<file path="config.mk">
export PLATFORM = sky130hd
export DESIGN_NAME = websocket_frame_deframer_top_flat
export DESIGN_NICKNAME = d
export VERILOG_FILES = /design/src/sv/wsfd_pkg.sv /design/src/sv/wsfd_if.sv /design/src/sv/wsfd_in_reg.sv /design/src/sv/wsfd_parser.sv /design/src/sv/wsfd_out_reg.sv /design/src/sv/websocket_frame_deframer_top.sv /design/src/flat_wrapper.sv
export SDC_FILE = /design/constraint.sdc
export NUM_CORES = 1
export LEC_CHECK = 0
export BUFFER_PORTS_ARGS = -buffer_cell sky130_fd_sc_hd__buf_2
export CORE_MARGIN = 8
export CORE_UTILIZATION = 32
export CTS_BUF_LIST = sky130_fd_sc_hd__clkbuf_8
export DETAILED_ROUTE_END_ITERATION = 8
export HOLD_SLACK_MARGIN = 0.02
export PLACE_DENSITY = 0.52
export REMOVE_ABC_BUFFERS = 1
export SLEW_MARGIN = 20
export SYNTH_ARGS = -nofsm -noshare
export SYNTH_HDL_FRONTEND = slang
export SYNTH_SLANG_ARGS = --single-unit
export TNS_END_PERCENT = 5
</file>
<file path="constraint.sdc">
create_clock -name clk -period 5.4 [get_ports clk]
set_input_delay 0.54 -clock clk [delete_from_list [all_inputs] [get_ports clk]]
set_output_delay 0.54 -clock clk [all_outputs]
set_load 0.1 [all_outputs]
</file>
<file path="src/sv/wsfd_pkg.sv">
// ----------------------------------------------------------------------------
// wsfd_pkg - shared types and codes for the WebSocket frame deframer
// Parse phases, status and action codes, and the request payload structs.
// ----------------------------------------------------------------------------
package wsfd_pkg;

  typedef enum logic [2:0] {
    PH_HDR0    = 3'd0,
    PH_HDR1    = 3'd1,
    PH_EXTLEN  = 3'd2,
    PH_MASK    = 3'd3,
    PH_PAYLOAD = 3'd4,
    PH_DISCARD = 3'd5
  } phase_t;

  typedef enum logic [3:0] {
    ST_OK           = 4'd0,
    ST_INCOMPLETE   = 4'd1,
    ST_FRAGMENTED   = 4'd2,
    ST_EXTENSION    = 4'd3,
    ST_UNMASKED     = 4'd4,
    ST_CONTINUATION = 4'd5,
    ST_LEN64        = 4'd6,
    ST_BINARY       = 4'd7,
    ST_CLOSE        = 4'd8,
    ST_PINGPONG     = 4'd9,
    ST_OTHER        = 4'd10
  } status_t;

  typedef enum logic [1:0] {
    ACT_KEEP       = 2'd0,
    ACT_CLOSE      = 2'd1,
    ACT_SEND_CLOSE = 2'd2
  } action_t;

  // Frame opcodes
  localparam logic [3:0] OP_CONT   = 4'h0;
  localparam logic [3:0] OP_TEXT   = 4'h1;
  localparam logic [3:0] OP_BINARY = 4'h2;
  localparam logic [3:0] OP_CLOSE  = 4'h8;
  localparam logic [3:0] OP_PING   = 4'h9;
  localparam logic [3:0] OP_PONG   = 4'hA;

  // Length codes in the second header byte
  localparam logic [6:0] LEN_EXT16 = 7'd126;
  localparam logic [6:0] LEN_EXT64 = 7'd127;

  typedef struct packed {
    logic [7:0] data_byte;
    logic       chunk_end;
  } in_item_t;

  typedef struct packed {
    logic [7:0] payload_byte;
    logic       is_payload;
    logic       message_end;
    status_t    status;
    action_t    action;
  } result_t;

endpackage

</file>
<file path="src/sv/wsfd_if.sv">
// ----------------------------------------------------------------------------
// wsfd_if - valid/ready channels of the WebSocket frame deframer
// One interface for received bytes, one for deframed results.
// ----------------------------------------------------------------------------
interface wsfd_in_if;
  logic       valid;
  logic       ready;
  logic [7:0] data_byte;
  logic       chunk_end;

  modport source (output valid, output data_byte, output chunk_end, input ready);
  modport sink   (input valid, input data_byte, input chunk_end, output ready);
endinterface

interface wsfd_out_if;
  logic       valid;
  logic       ready;
  logic [7:0] payload_byte;
  logic       is_payload;
  logic       message_end;
  logic [3:0] status;
  logic [1:0] action;

  modport source (output valid, output payload_byte, output is_payload,
                  output message_end, output status, output action, input ready);
  modport sink   (input valid, input payload_byte, input is_payload,
                  input message_end, input status, input action, output ready);
endinterface

</file>
<file path="src/sv/wsfd_in_reg.sv">
// ----------------------------------------------------------------------------
// wsfd_in_reg - input register of the deframer
// Captures one received byte per cycle and holds it while the result side stalls.
// ----------------------------------------------------------------------------
module wsfd_in_reg (
  input  logic              clk,
  input  logic              rst_n,
  input  logic              in_valid,
  output logic              in_ready,
  input  wsfd_pkg::in_item_t in_item,
  input  logic              advance,
  output logic              item_valid,
  output wsfd_pkg::in_item_t item
);

  logic               valid_r;
  logic               valid_nxt;
  wsfd_pkg::in_item_t item_r;

  // Take a new request when the slot is empty or is being consumed
  assign in_ready  = !valid_r || advance;
  assign valid_nxt = in_ready ? in_valid : valid_r;

  always_ff @(posedge clk) begin
    if (!rst_n) begin
      valid_r <= 1'b0;
    end else begin
      valid_r <= valid_nxt;
    end
  end

  always_ff @(posedge clk) begin
    if (in_ready && in_valid) begin
      item_r <= in_item;
    end
  end

  assign item_valid = valid_r;
  assign item       = item_r;

endmodule

</file>
<file path="src/sv/wsfd_parser.sv">
// ----------------------------------------------------------------------------
// wsfd_parser - frame header parser and payload unmasker
// Holds the frame state and judges one byte per step.
// ----------------------------------------------------------------------------
module wsfd_parser (
  input  logic               clk,
  input  logic               rst_n,
  input  logic               step,
  input  wsfd_pkg::in_item_t item,
  output logic               res_valid,
  output wsfd_pkg::result_t  res
);

  wsfd_pkg::phase_t  phase_r, phase_nxt;
  logic [3:0]        opcode_r, opcode_nxt;
  logic [15:0]       len_r, len_nxt;
  logic [3:0][7:0]   mask_r, mask_nxt;
  logic [1:0]        hcnt_r, hcnt_nxt;
  logic [15:0]       pcnt_r, pcnt_nxt;

  logic [7:0]        b;
  logic              last;
  logic [6:0]        code;
  logic [15:0]       pcnt_inc;
  logic              pay_done;
  logic [7:0]        plain;

  assign b        = item.data_byte;
  assign last     = item.chunk_end;
  assign code     = b[6:0];
  assign pcnt_inc = pcnt_r + 16'd1;
  assign pay_done = (pcnt_inc == len_r);
  assign plain    = b ^ mask_r[pcnt_r[1:0]];

  // Next phase
  always_comb begin
    phase_nxt = phase_r;
    unique case (phase_r)
      wsfd_pkg::PH_HDR0: begin
        if (last) begin
          phase_nxt = wsfd_pkg::PH_HDR0;
        end else if (!b[7] || (b[6:4] != 3'd0)) begin
          phase_nxt = wsfd_pkg::PH_DISCARD;
        end else begin
          phase_nxt = wsfd_pkg::PH_HDR1;
        end
      end
      wsfd_pkg::PH_HDR1: begin
        if (b[7] && (opcode_r == wsfd_pkg::OP_TEXT) && (code != wsfd_pkg::LEN_EXT64)) begin
          if (last) begin
            phase_nxt = wsfd_pkg::PH_HDR0;
          end else if (code == wsfd_pkg::LEN_EXT16) begin
            phase_nxt = wsfd_pkg::PH_EXTLEN;
          end else begin
            phase_nxt = wsfd_pkg::PH_MASK;
          end
        end else begin
          phase_nxt = last ? wsfd_pkg::PH_HDR0 : wsfd_pkg::PH_DISCARD;
        end
      end
      wsfd_pkg::PH_EXTLEN: begin
        if (last) begin
          phase_nxt = wsfd_pkg::PH_HDR0;
        end else if (hcnt_r != 2'd0) begin
          phase_nxt = wsfd_pkg::PH_MASK;
        end
      end
      wsfd_pkg::PH_MASK: begin
        if (hcnt_r == 2'd3) begin
          if (len_r == 16'd0) begin
            phase_nxt = last ? wsfd_pkg::PH_HDR0 : wsfd_pkg::PH_DISCARD;
          end else begin
            phase_nxt = last ? wsfd_pkg::PH_HDR0 : wsfd_pkg::PH_PAYLOAD;
          end
        end else if (last) begin
          phase_nxt = wsfd_pkg::PH_HDR0;
        end
      end
      wsfd_pkg::PH_PAYLOAD: begin
        if (pay_done) begin
          phase_nxt = last ? wsfd_pkg::PH_HDR0 : wsfd_pkg::PH_DISCARD;
        end else if (last) begin
          phase_nxt = wsfd_pkg::PH_HDR0;
        end
      end
      default: begin
        phase_nxt = last ? wsfd_pkg::PH_HDR0 : wsfd_pkg::PH_DISCARD;
      end
    endcase
  end

  // Frame fields and result
  always_comb begin
    opcode_nxt = opcode_r;
    len_nxt    = len_r;
    mask_nxt   = mask_r;
    hcnt_nxt   = hcnt_r;
    pcnt_nxt   = pcnt_r;
    res_valid  = 1'b0;
    res        = '{payload_byte: 8'd0, is_payload: 1'b0, message_end: 1'b0,
                   status: wsfd_pkg::ST_OK, action: wsfd_pkg::ACT_KEEP};
    unique case (phase_r)
      wsfd_pkg::PH_HDR0: begin
        opcode_nxt = 4'd0;
        len_nxt    = 16'd0;
        mask_nxt   = '0;
        hcnt_nxt   = 2'd0;
        pcnt_nxt   = 16'd0;
        if (last) begin
          res_valid  = 1'b1;
          res.status = wsfd_pkg::ST_INCOMPLETE;
        end else if (!b[7]) begin
          res_valid  = 1'b1;
          res.status = wsfd_pkg::ST_FRAGMENTED;
        end else if (b[6:4] != 3'd0) begin
          res_valid  = 1'b1;
          res.status = wsfd_pkg::ST_EXTENSION;
          res.action = wsfd_pkg::ACT_CLOSE;
        end else begin
          opcode_nxt = b[3:0];
        end
      end
      wsfd_pkg::PH_HDR1: begin
        res_valid = 1'b1;
        if (!b[7]) begin
          res.status = wsfd_pkg::ST_UNMASKED;
          res.action = wsfd_pkg::ACT_CLOSE;
        end else begin
          unique case (opcode_r) inside
            wsfd_pkg::OP_CONT: begin
              res.status = wsfd_pkg::ST_CONTINUATION;
              res.action = wsfd_pkg::ACT_CLOSE;
            end
            wsfd_pkg::OP_TEXT: begin
              if (code == wsfd_pkg::LEN_EXT64) begin
                res.status = wsfd_pkg::ST_LEN64;
              end else begin
                hcnt_nxt   = 2'd0;
                res_valid  = last;
                res.status = wsfd_pkg::ST_INCOMPLETE;
                if (code != wsfd_pkg::LEN_EXT16) begin
                  len_nxt = {9'd0, code};
                end
              end
            end
            wsfd_pkg::OP_BINARY: begin
              res.status = wsfd_pkg::ST_BINARY;
            end
            wsfd_pkg::OP_CLOSE: begin
              res.status = wsfd_pkg::ST_CLOSE;
              res.action = wsfd_pkg::ACT_SEND_CLOSE;
            end
            wsfd_pkg::OP_PING, wsfd_pkg::OP_PONG: begin
              res.status = wsfd_pkg::ST_PINGPONG;
            end
            default: begin
              res.status = wsfd_pkg::ST_OTHER;
            end
          endcase
        end
      end
      wsfd_pkg::PH_EXTLEN: begin
        len_nxt  = {len_r[7:0], b};
        hcnt_nxt = hcnt_r + 2'd1;
        if (last) begin
          res_valid  = 1'b1;
          res.status = wsfd_pkg::ST_INCOMPLETE;
        end else if (hcnt_r != 2'd0) begin
          hcnt_nxt = 2'd0;
        end
      end
      wsfd_pkg::PH_MASK: begin
        mask_nxt[hcnt_r] = b;
        if (hcnt_r == 2'd3) begin
          hcnt_nxt = 2'd0;
          pcnt_nxt = 16'd0;
          if (len_r == 16'd0) begin
            res_valid       = 1'b1;
            res.message_end = 1'b1;
          end else if (last) begin
            res_valid  = 1'b1;
            res.status = wsfd_pkg::ST_INCOMPLETE;
          end
        end else begin
          hcnt_nxt = hcnt_r + 2'd1;
          if (last) begin
            res_valid  = 1'b1;
            res.status = wsfd_pkg::ST_INCOMPLETE;
          end
        end
      end
      wsfd_pkg::PH_PAYLOAD: begin
        pcnt_nxt         = pcnt_inc;
        res_valid        = 1'b1;
        res.payload_byte = plain;
        res.is_payload   = 1'b1;
        if (pay_done) begin
          res.message_end = 1'b1;
        end else if (last) begin
          res.status = wsfd_pkg::ST_INCOMPLETE;
        end
      end
      default: begin
        res_valid = 1'b0;
      end
    endcase
  end

  always_ff @(posedge clk) begin
    if (!rst_n) begin
      phase_r  <= wsfd_pkg::PH_HDR0;
      opcode_r <= 4'd0;
      len_r    <= 16'd0;
      mask_r   <= '0;
      hcnt_r   <= 2'd0;
      pcnt_r   <= 16'd0;
    end else if (step) begin
      phase_r  <= phase_nxt;
      opcode_r <= opcode_nxt;
      len_r    <= len_nxt;
      mask_r   <= mask_nxt;
      hcnt_r   <= hcnt_nxt;
      pcnt_r   <= pcnt_nxt;
    end
  end

endmodule

</file>
<file path="src/sv/wsfd_out_reg.sv">
// ----------------------------------------------------------------------------
// wsfd_out_reg - result register of the deframer
// Holds one result until the receiver takes it.
// ----------------------------------------------------------------------------
module wsfd_out_reg (
  input  logic              clk,
  input  logic              rst_n,
  input  logic              step,
  input  logic              res_valid,
  input  wsfd_pkg::result_t res,
  output logic              advance,
  output logic              out_valid,
  input  logic              out_ready,
  output wsfd_pkg::result_t out_res
);

  logic              valid_r;
  logic              valid_nxt;
  wsfd_pkg::result_t res_r;

  // Advance whenever the held result is gone or leaves this cycle
  assign advance   = !valid_r || out_ready;
  assign valid_nxt = advance ? (step && res_valid) : valid_r;

  always_ff @(posedge clk) begin
    if (!rst_n) begin
      valid_r <= 1'b0;
    end else begin
      valid_r <= valid_nxt;
    end
  end

  always_ff @(posedge clk) begin
    if (advance) begin
      res_r <= res;
    end
  end

  assign out_valid = valid_r;
  assign out_res   = res_r;

endmodule

</file>
<file path="src/sv/websocket_frame_deframer_top.sv">
// ----------------------------------------------------------------------------
// websocket_frame_deframer_top - WebSocket client frame deframer
// Checks one frame per received chunk and unmasks its text payload.
// ----------------------------------------------------------------------------
// Usage:
//   in_stream  carries the received bytes, one request per byte, with
//              chunk_end high on the last byte of each chunk.
//   out_stream carries at most one result per byte: an unmasked text payload
//              byte, an empty-message marker, or a status with an action.
//   An accepted byte is held in the input register, parsed out of it, and
//   its result lands in the result register, where the receiver takes it.
//   Throughput: one byte per cycle while the receiver keeps taking results,
//   set by the single pass of header and unmask logic between the two
//   registers; bytes that give no result simply leave no entry in the result register.
//   Reset (rst_n low, synchronous) empties both registers and returns the
//   parser to the first header byte of a frame.
//   When the receiver stalls, the result register holds its request, the
//   input register holds the byte behind it and in_stream.ready drops only
//   once both are full; nothing is lost or repeated.
// ----------------------------------------------------------------------------
module websocket_frame_deframer_top (
  input  logic       clk,
  input  logic       rst_n,
  wsfd_in_if.sink    in_stream,
  wsfd_out_if.source out_stream
);

  wsfd_pkg::in_item_t in_item;
  wsfd_pkg::in_item_t item;
  wsfd_pkg::result_t  res;
  wsfd_pkg::result_t  out_res;
  logic               item_valid;
  logic               advance;
  logic               step;
  logic               res_valid;

  assign in_item.data_byte = in_stream.data_byte;
  assign in_item.chunk_end = in_stream.chunk_end;

  // Hold the incoming byte
  wsfd_in_reg u_in_reg (
    .clk        (clk),
    .rst_n      (rst_n),
    .in_valid   (in_stream.valid),
    .in_ready   (in_stream.ready),
    .in_item    (in_item),
    .advance    (advance),
    .item_valid (item_valid),
    .item       (item)
  );

  // Parse only when the byte can move on into the result register
  assign step = item_valid && advance;

  wsfd_parser u_parser (
    .clk       (clk),
    .rst_n     (rst_n),
    .step      (step),
    .item      (item),
    .res_valid (res_valid),
    .res       (res)
  );

  wsfd_out_reg u_out_reg (
    .clk       (clk),
    .rst_n     (rst_n),
    .step      (step),
    .res_valid (res_valid),
    .res       (res),
    .advance   (advance),
    .out_valid (out_stream.valid),
    .out_ready (out_stream.ready),
    .out_res   (out_res)
  );

  assign out_stream.payload_byte = out_res.payload_byte;
  assign out_stream.is_payload   = out_res.is_payload;
  assign out_stream.message_end  = out_res.message_end;
  assign out_stream.status       = out_res.status;
  assign out_stream.action       = out_res.action;

endmodule
</file>
<file path="src/flat_wrapper.sv">
// flat-port wrapper written by rule: the top's interface ports become plain ports
module websocket_frame_deframer_top_flat 
  (clk, rst_n, in_stream_valid, in_stream_data_byte, in_stream_chunk_end, in_stream_ready, out_stream_valid, out_stream_payload_byte, out_stream_is_payload, out_stream_message_end, out_stream_status, out_stream_action, out_stream_ready);
  wsfd_in_if in_stream_i ();
  wsfd_out_if out_stream_i ();
  input  logic clk;
  input  logic rst_n;
  input wire logic [$bits(in_stream_i.valid)-1:0] in_stream_valid;
  input wire logic [$bits(in_stream_i.data_byte)-1:0] in_stream_data_byte;
  input wire logic [$bits(in_stream_i.chunk_end)-1:0] in_stream_chunk_end;
  output wire logic [$bits(in_stream_i.ready)-1:0] in_stream_ready;
  output wire logic [$bits(out_stream_i.valid)-1:0] out_stream_valid;
  output wire logic [$bits(out_stream_i.payload_byte)-1:0] out_stream_payload_byte;
  output wire logic [$bits(out_stream_i.is_payload)-1:0] out_stream_is_payload;
  output wire logic [$bits(out_stream_i.message_end)-1:0] out_stream_message_end;
  output wire logic [$bits(out_stream_i.status)-1:0] out_stream_status;
  output wire logic [$bits(out_stream_i.action)-1:0] out_stream_action;
  input wire logic [$bits(out_stream_i.ready)-1:0] out_stream_ready;
  assign in_stream_i.valid = in_stream_valid;
  assign in_stream_i.data_byte = in_stream_data_byte;
  assign in_stream_i.chunk_end = in_stream_chunk_end;
  assign in_stream_ready = in_stream_i.ready;
  assign out_stream_valid = out_stream_i.valid;
  assign out_stream_payload_byte = out_stream_i.payload_byte;
  assign out_stream_is_payload = out_stream_i.is_payload;
  assign out_stream_message_end = out_stream_i.message_end;
  assign out_stream_status = out_stream_i.status;
  assign out_stream_action = out_stream_i.action;
  assign out_stream_i.ready = out_stream_ready;
  websocket_frame_deframer_top u_core (.clk(clk), .rst_n(rst_n), .in_stream(in_stream_i), .out_stream(out_stream_i));
endmodule
</file>
Word level (Yosys, flattened, before mapping)
Cells that the tools add are included.
{ "classes": {"n_reduce_logical": 28, "bitwise_logic": 1, "mux": 67, "eq_ne": 21, "shift": 0, "n_mul": 0, "n_addsub": 2, "div": 0, "order_cmp": 3} }
{ "ops": {"columns": ["operator", "count"], "rows": [
  ["16-bit one-hot mux with 3 select lines", 2],
  ["16-bit 2-to-1 mux", 5],
  ["32-bit one-hot mux with 2 select lines", 1],
  ["4-bit one-hot mux with 5 select lines", 2],
  ["3-bit 2-to-1 mux", 12],
  ["32-bit bitwise mux", 1],
  ["4-bit 2-to-1 mux", 8],
  ["2-bit 2-to-1 mux", 10],
  ["16-bit by 1-bit adder with 16-bit output, second input constant", 1],
  ["8-bit binary-select mux with 2-bit select", 1],
  ["8-bit demux with 2-bit select", 1],
  ["16-bit == test", 1],
  ["16-bit zero test", 1],
  ["8-bit 2-to-1 mux", 2],
  ["1-bit 2-to-1 mux", 15],
  ["3-bit one-hot mux with 5 select lines", 1],
  ["7-bit == test, second input constant", 2],
  ["7-bit != test, second input constant", 2],
  ["4-bit == test, second input constant", 3],
  ["3-bit nonzero test", 3],
  ["2-bit != test, second input constant", 4],
  ["2-bit one-hot mux with 2 select lines", 2],
  ["2-bit one-hot mux with 4 select lines", 1],
  ["8-bit bitwise XOR", 1],
  ["other kinds (26)", 40]
]} }
{ "word_totals": {"out_inout_bits": 18, "ramBits": 0, "wordCells": 140, "mem_count": 0, "latchBits": 0, "input_bits": 13, "reg_bits": 100, "mem_bits_ro": 0} }

Depth between registers and ports, before layout
{ "depth": {"depth_word": 6, "ltp_mapped": 10, "mapped_depth_nobuf": 7} }

Modules after synthesis
Synthesis repeated with hierarchy kept, for this count alone.
{ "unflattened": {"cells_unflattened": 576, "hier_area_um2": 5188.7} }
{ "by_module_without_submodules": {"columns": ["mod", "n_inst", "area_per_inst_um2", "seq_area_each_um2", "cells_per_inst"], "rows": [
  ["wsfd_parser", 1, 4325.4, 1461.4, 541],
  ["wsfd_out_reg", 1, 529.3, 500.5, 20],
  ["wsfd_in_reg", 1, 327.8, 290.3, 14],
  ["websocket_frame_deframer_top", 1, 6.3, 0.0, 1]
]} }

Worst setup path before layout
Ideal clock, no wire load.
{ "synth_timing": {"path_type": "register -> register", "startpoint": "reg u_core.u_out_reg.valid_r (netlist: u_core.u_out_reg.out_valid)", "endpoint": "reg u_core.u_parser.mask_r[31] (netlist name)", "path_buffers": 2, "setup_time_ns": 0.115, "required_ns": 5.285, "arrival_ns": 2.644, "path_slack_ns": 2.641, "period_less_slack_ns": 2.759, "stages_incl_launch_ff": 9, "cell_sequence": "dfxtp_1 > nor2b_1 > inv_1 > and2_1 > clkbuf_1 > o21ai_1 > clkbuf_1 > o21ai_0 > and2_1"} }
{ "synth_between": {"elab_chain_cells": 4} }
{ "synth_lines": {"columns": ["item", "line_no", "rtl"], "rows": [
  ["from (decl)", "wsfd_out_reg.sv:17", "logic valid_r;"],
  ["from (signal assigned)", "wsfd_out_reg.sv:29", "valid_r <= valid_nxt;"],
  ["1-bit zero test", "wsfd_out_reg.sv:22", "assign advance = !valid_r || out_ready;"],
  ["1-bit logical OR", "wsfd_out_reg.sv:22", null],
  ["named net u_core.advance", "websocket_frame_deframer_top.sv:33", "logic advance;"],
  ["1-bit logical AND", "websocket_frame_deframer_top.sv:53", "assign step = item_valid && advance;"],
  ["2-bit AND reduction (no source line)", null, null],
  ["to (signal assigned)", "wsfd_parser.sv:221", "mask_r <= mask_nxt;"],
  ["to (decl)", "wsfd_parser.sv:17", "logic [3:0][7:0] mask_r, mask_nxt;"]
]} }
The timed path passes the listed nets, and every way through them passes these cells.
A chain may end at the register's enable or synchronous reset.

Final worst setup path
{ "layout_timing": {"startpoint": "reg u_core.u_parser.pcnt_r[1]", "endpoint": "reg u_core.u_out_reg.res_r, in the netlist u_core.u_out_reg.out_res[2], data pin"} }
{ "layout_between": {"elab_chain_cells": 4} }
{ "layout_lines": {"columns": ["item", "line_no", "rtl"], "rows": [
  ["from (decl)", "wsfd_parser.sv:19", "logic [15:0] pcnt_r, pcnt_nxt;"],
  ["from (signal assigned)", "wsfd_parser.sv:223", "pcnt_r <= pcnt_nxt;"],
  ["16-bit by 1-bit adder with 16-bit output", "wsfd_parser.sv:31", "assign pcnt_inc = pcnt_r + 16'd1;"],
  ["16-bit == test", "wsfd_parser.sv:32", "assign pay_done = (pcnt_inc == len_r);"],
  ["4-bit 2-to-1 mux", "wsfd_parser.sv:197", "if (pay_done) begin"],
  ["4-bit one-hot mux with 5 select lines", "wsfd_parser.sv:102", "unique case (phase_r)"],
  ["to (signal assigned)", "wsfd_out_reg.sv:35", "res_r <= res;"],
  ["to (decl)", "wsfd_out_reg.sv:19", "wsfd_pkg::result_t res_r;"]
]} }
No other way between the ends.

==> reports/qor.txt <==
Die Area -> 21100 µm²
Switching power -> 0.471 mW
Worst path cell trace -> nand4_1 -> or3_1 -> or3_1 -> a32oi_2 -> nand4_1 -> a31o_1
Mapped Area -> 5340 µm²
RSZ-0062 raised after global routing -> no
Leak Pwr -> 2.00 nW
Final hold vios -> 0
Worst-path fanout max -> 13
Avg Cell Area, Syn -> 8.55 µm²
Final WS setup -> 2.10 ns
Layout area overhead -> 8.49%
Top cells by area, synth -> dfxtp_1 28%, edfxtp_1 14%, o21ai_0 7.1%
GR Util All Layers -> 13.7%
Reg2reg end -> u_core.u_out_reg.out_res[2]
Post-CTS sizing -> 0
Drt first pass iters -> 5
CTS sink cnt -> 100
Via count -> 4526
Setup TNS -> 0 ns
Biggest area consumer among synthesized cells -> dfxtp_1
Clock Skews -> 0.0181 ns
Initial antenna violation count -> 0
Rel. slew slack -> 40.0%
Clk_lat worst skew -> 0.39 ns
Slowest-stage cell, CP -> dfxtp_1
Slew @ Worst Pin -> 0.897 ns
Wire per inst -> 17.1 µm
CTS Hold Bufs -> 0
Placed Area -> 5600 µm²
Clock network power share -> 32.9%
Status -> completed
Layout Cell Area excl Fill -> 5790 µm²
Hold path startpoint -> in_stream_chunk_end
Die Wd -> 145 µm
Synth warn -> 0
Hold path cells -> 1
I/O Pins -> 31
Max Cap Viol -> 0
Synth Flop Type -> dfxtp_1
First-pass GRT wire length -> 23700 µm
Crit-path leading delay family -> simple AND/OR/NAND/NOR gates
CTS max path bufs -> 2
Clock root cell -> clkbuf_8
Hold crit path type -> in -> reg
WP data arrival -> 3.44 ns
Critical path origin -> u_core.u_parser.pcnt_r[1]
R2R depth -> 6
GRT overflow -> 0
Internal reg-to-reg setup slack -> 2.10 ns
Number of remaining DRC errors -> 0
Post-Layout Cell Count -> 847
Critical Path RT -> 5.55 ns
Cells after synthesis -> 624
Post-Place Worst Slack -> 2.05 ns
Multi-input gate area -> 2860 µm²
Worst hold endpoint -> u_core.u_in_reg.item[0]
Register area share after synthesis -> 42.2%
Worst vdd ir -> 0.000144 V
CP Buf/Inv Count -> 0
Crit. End Element -> flip-flop
FMAX -> 303 MHz
Tmin final -> 3.30 ns
Async SR Flop Fraction -> 0%
Die height -> 145 µm
Max-slew violations -> 0
Dpl cells -> 831
Reg power frac -> 54.9%
P_int -> 1.00 mW
Critical R2R Launch -> u_core.u_parser.pcnt_r[1]
Final total power -> 1.47 mW
Number of global-route vias before repair -> 4476
Switching Share -> 32.0%
Worst-path clk slew -> 0.11 ns
# fillers -> 1754
EDFF count, synth -> 25
Dpl hpwl -> 10100 µm
Core area -> 16500 µm²
CTS tree -> done
H-tree lvl count -> 3
Final Cycle Share -> 61.0%
Port bufs -> 30
Share of cells above drive strength 1 -> 10.0%
Largest net degree at the start of global routing -> 47
Crit path largest cell delay -> 0.80 ns
Worst setup SP type -> flip-flop
Area occupied by registers -> 2250 µm²
Initial core utilization -> 32.4%
FP Rows -> 47
DRT antenna net count -> 0
Ant. Diodes -> 0
Via-per-instance ratio -> 5.34
Post-CTS Setup Bufs -> 0
Total wire length -> 14500 µm
CTS buffer count -> 9
Combinational share of power -> 12.1%
Share of the synthesized area in the top cell type -> 28.1%
#FFs+latches synth -> 100
Pwr dens -> 254 nW/µm²
Initial DRC Count -> 377
# nets final -> 641
GPL Wtd Cong -> 0.854
Finish-stage setup viols -> 0
Crit path kind -> reg -> reg
Yosys cell types -> 64
[per-layer routing]
layer | global-route usage, % | routed length, µm | vias up | part of all wire, %
li1 | - | - | 2239 | -
met4 | 4.22 | 208 | 0 | 1.4
met1 | 17.5 | 6830 | 2175 | 47
met5 | 0 | 0 | - | 0
met3 | 2.83 | 486 | 19 | 3.3
met2 | 22.7 | 7000 | 93 | 48
[cell type report]
class	instances	area share [%]
flip-flops and latches	100	38.9
clock buffers	9	2.14
well taps	220	4.76
multi-input cells	466	49.4
inverters	13	0.843
repair buffers	32	2.85
clock inverters	7	1.15
[synthesized netlist by cell type, types with 4 or more instances]
master	count
nor3_1	16
a21boi_0	10
nor4_1	12
a22oi_1	7
inv_1	12
o21ai_1	4
nor2b_1	14
a21oi_1	18
nand4_1	8
dfxtp_1	75
clkbuf_1	34
xor2_1	7
or3_1	10
ha_1	6
or4_1	6
xnor2_1	17
a21o_1	4
buf_2	7
nor2_1	27
o21ai_0	76
mux4_2	8
nand2_1	81
edfxtp_1	25
nand3_1	37
and2_1	38
o21a_1	6
[state kept, by name (all words and copies together), names as in the netlist]
| signal | cells |
|---|---|
| u_core.u_parser.len_r | 16 |
| u_core.u_parser.mask_r | 32 |
| u_core.u_out_reg.out_res | 16 |
| u_core.u_parser.phase_r | 3 |
| u_core.u_in_reg.item | 9 |
| u_core.u_parser.pcnt_r | 16 |
| u_core.u_out_reg.out_valid | 1 |
| u_core.u_in_reg.item_valid | 1 |
| u_core.u_parser.opcode_r | 4 |
| u_core.u_parser.hcnt_r | 2 |
[worst max-delay path by stage]
stage / to / slack [ns] / cells past startpoint
after floorplan: u_core.u_parser.pcnt_r[7] / 2.62 / 6
after global placement: u_core.u_out_reg.out_res[2] / 2.14 / 6
after detailed placement: u_core.u_out_reg.out_res[2] / 2.05 / 6
after CTS: u_core.u_out_reg.out_res[2] / 2.03 / 6
after global routing: u_core.u_out_reg.out_res[2] / 1.79 / 6
final: u_core.u_out_reg.out_res[2] / 2.10 / 6
[logic make-up (layout without fill, tap and decap cells)]
group	Yosys count	in the layout	synth area share [%]
flops	100	100	42.2
xor+xnor	24	24	3.94
simple gates	267	267	25.8
fa+ha+maj	6	6	1.41
buf+inv	58	61	4.31
compound gates	159	159	18.6
mux	10	10	3.75
[placed cells by master, fill, tap and decap left out, types with 12 or more instances in the layout]
master,count
a21oi_1,18
xnor2_1,17
nand3_1,37
and2_1,38
edfxtp_1,25
nor3_1,16
dfxtp_1,75
o21ai_0,76
buf_2,30
nor4_1,12
nand2_1,81
inv_1,12
nor2b_1,14
nor2_1,27
[per-stage QoR]
step / hold slack [ns] / utilization (%)
CTS: 0.303 / 35.2
global placement: 0.487 / 34.0
floorplan: 0.464 / -
global route: 0.304 / 35.2
detailed placement: 0.501 / 34.0
finish: 0.327 / 35.2
[power groups by stage]
stage	Sequential [mW]	Clock, mW	Combinational, mW
finish	0.808	0.485	0.178
global route	0.811	0.529	0.190
CTS	0.809	0.501	0.180
detailed placement	0.825	0	0.180
global placement	0.826	0	0.178
floorplan	0.896	0	0.0538
(Power assumes the default switching activity.)
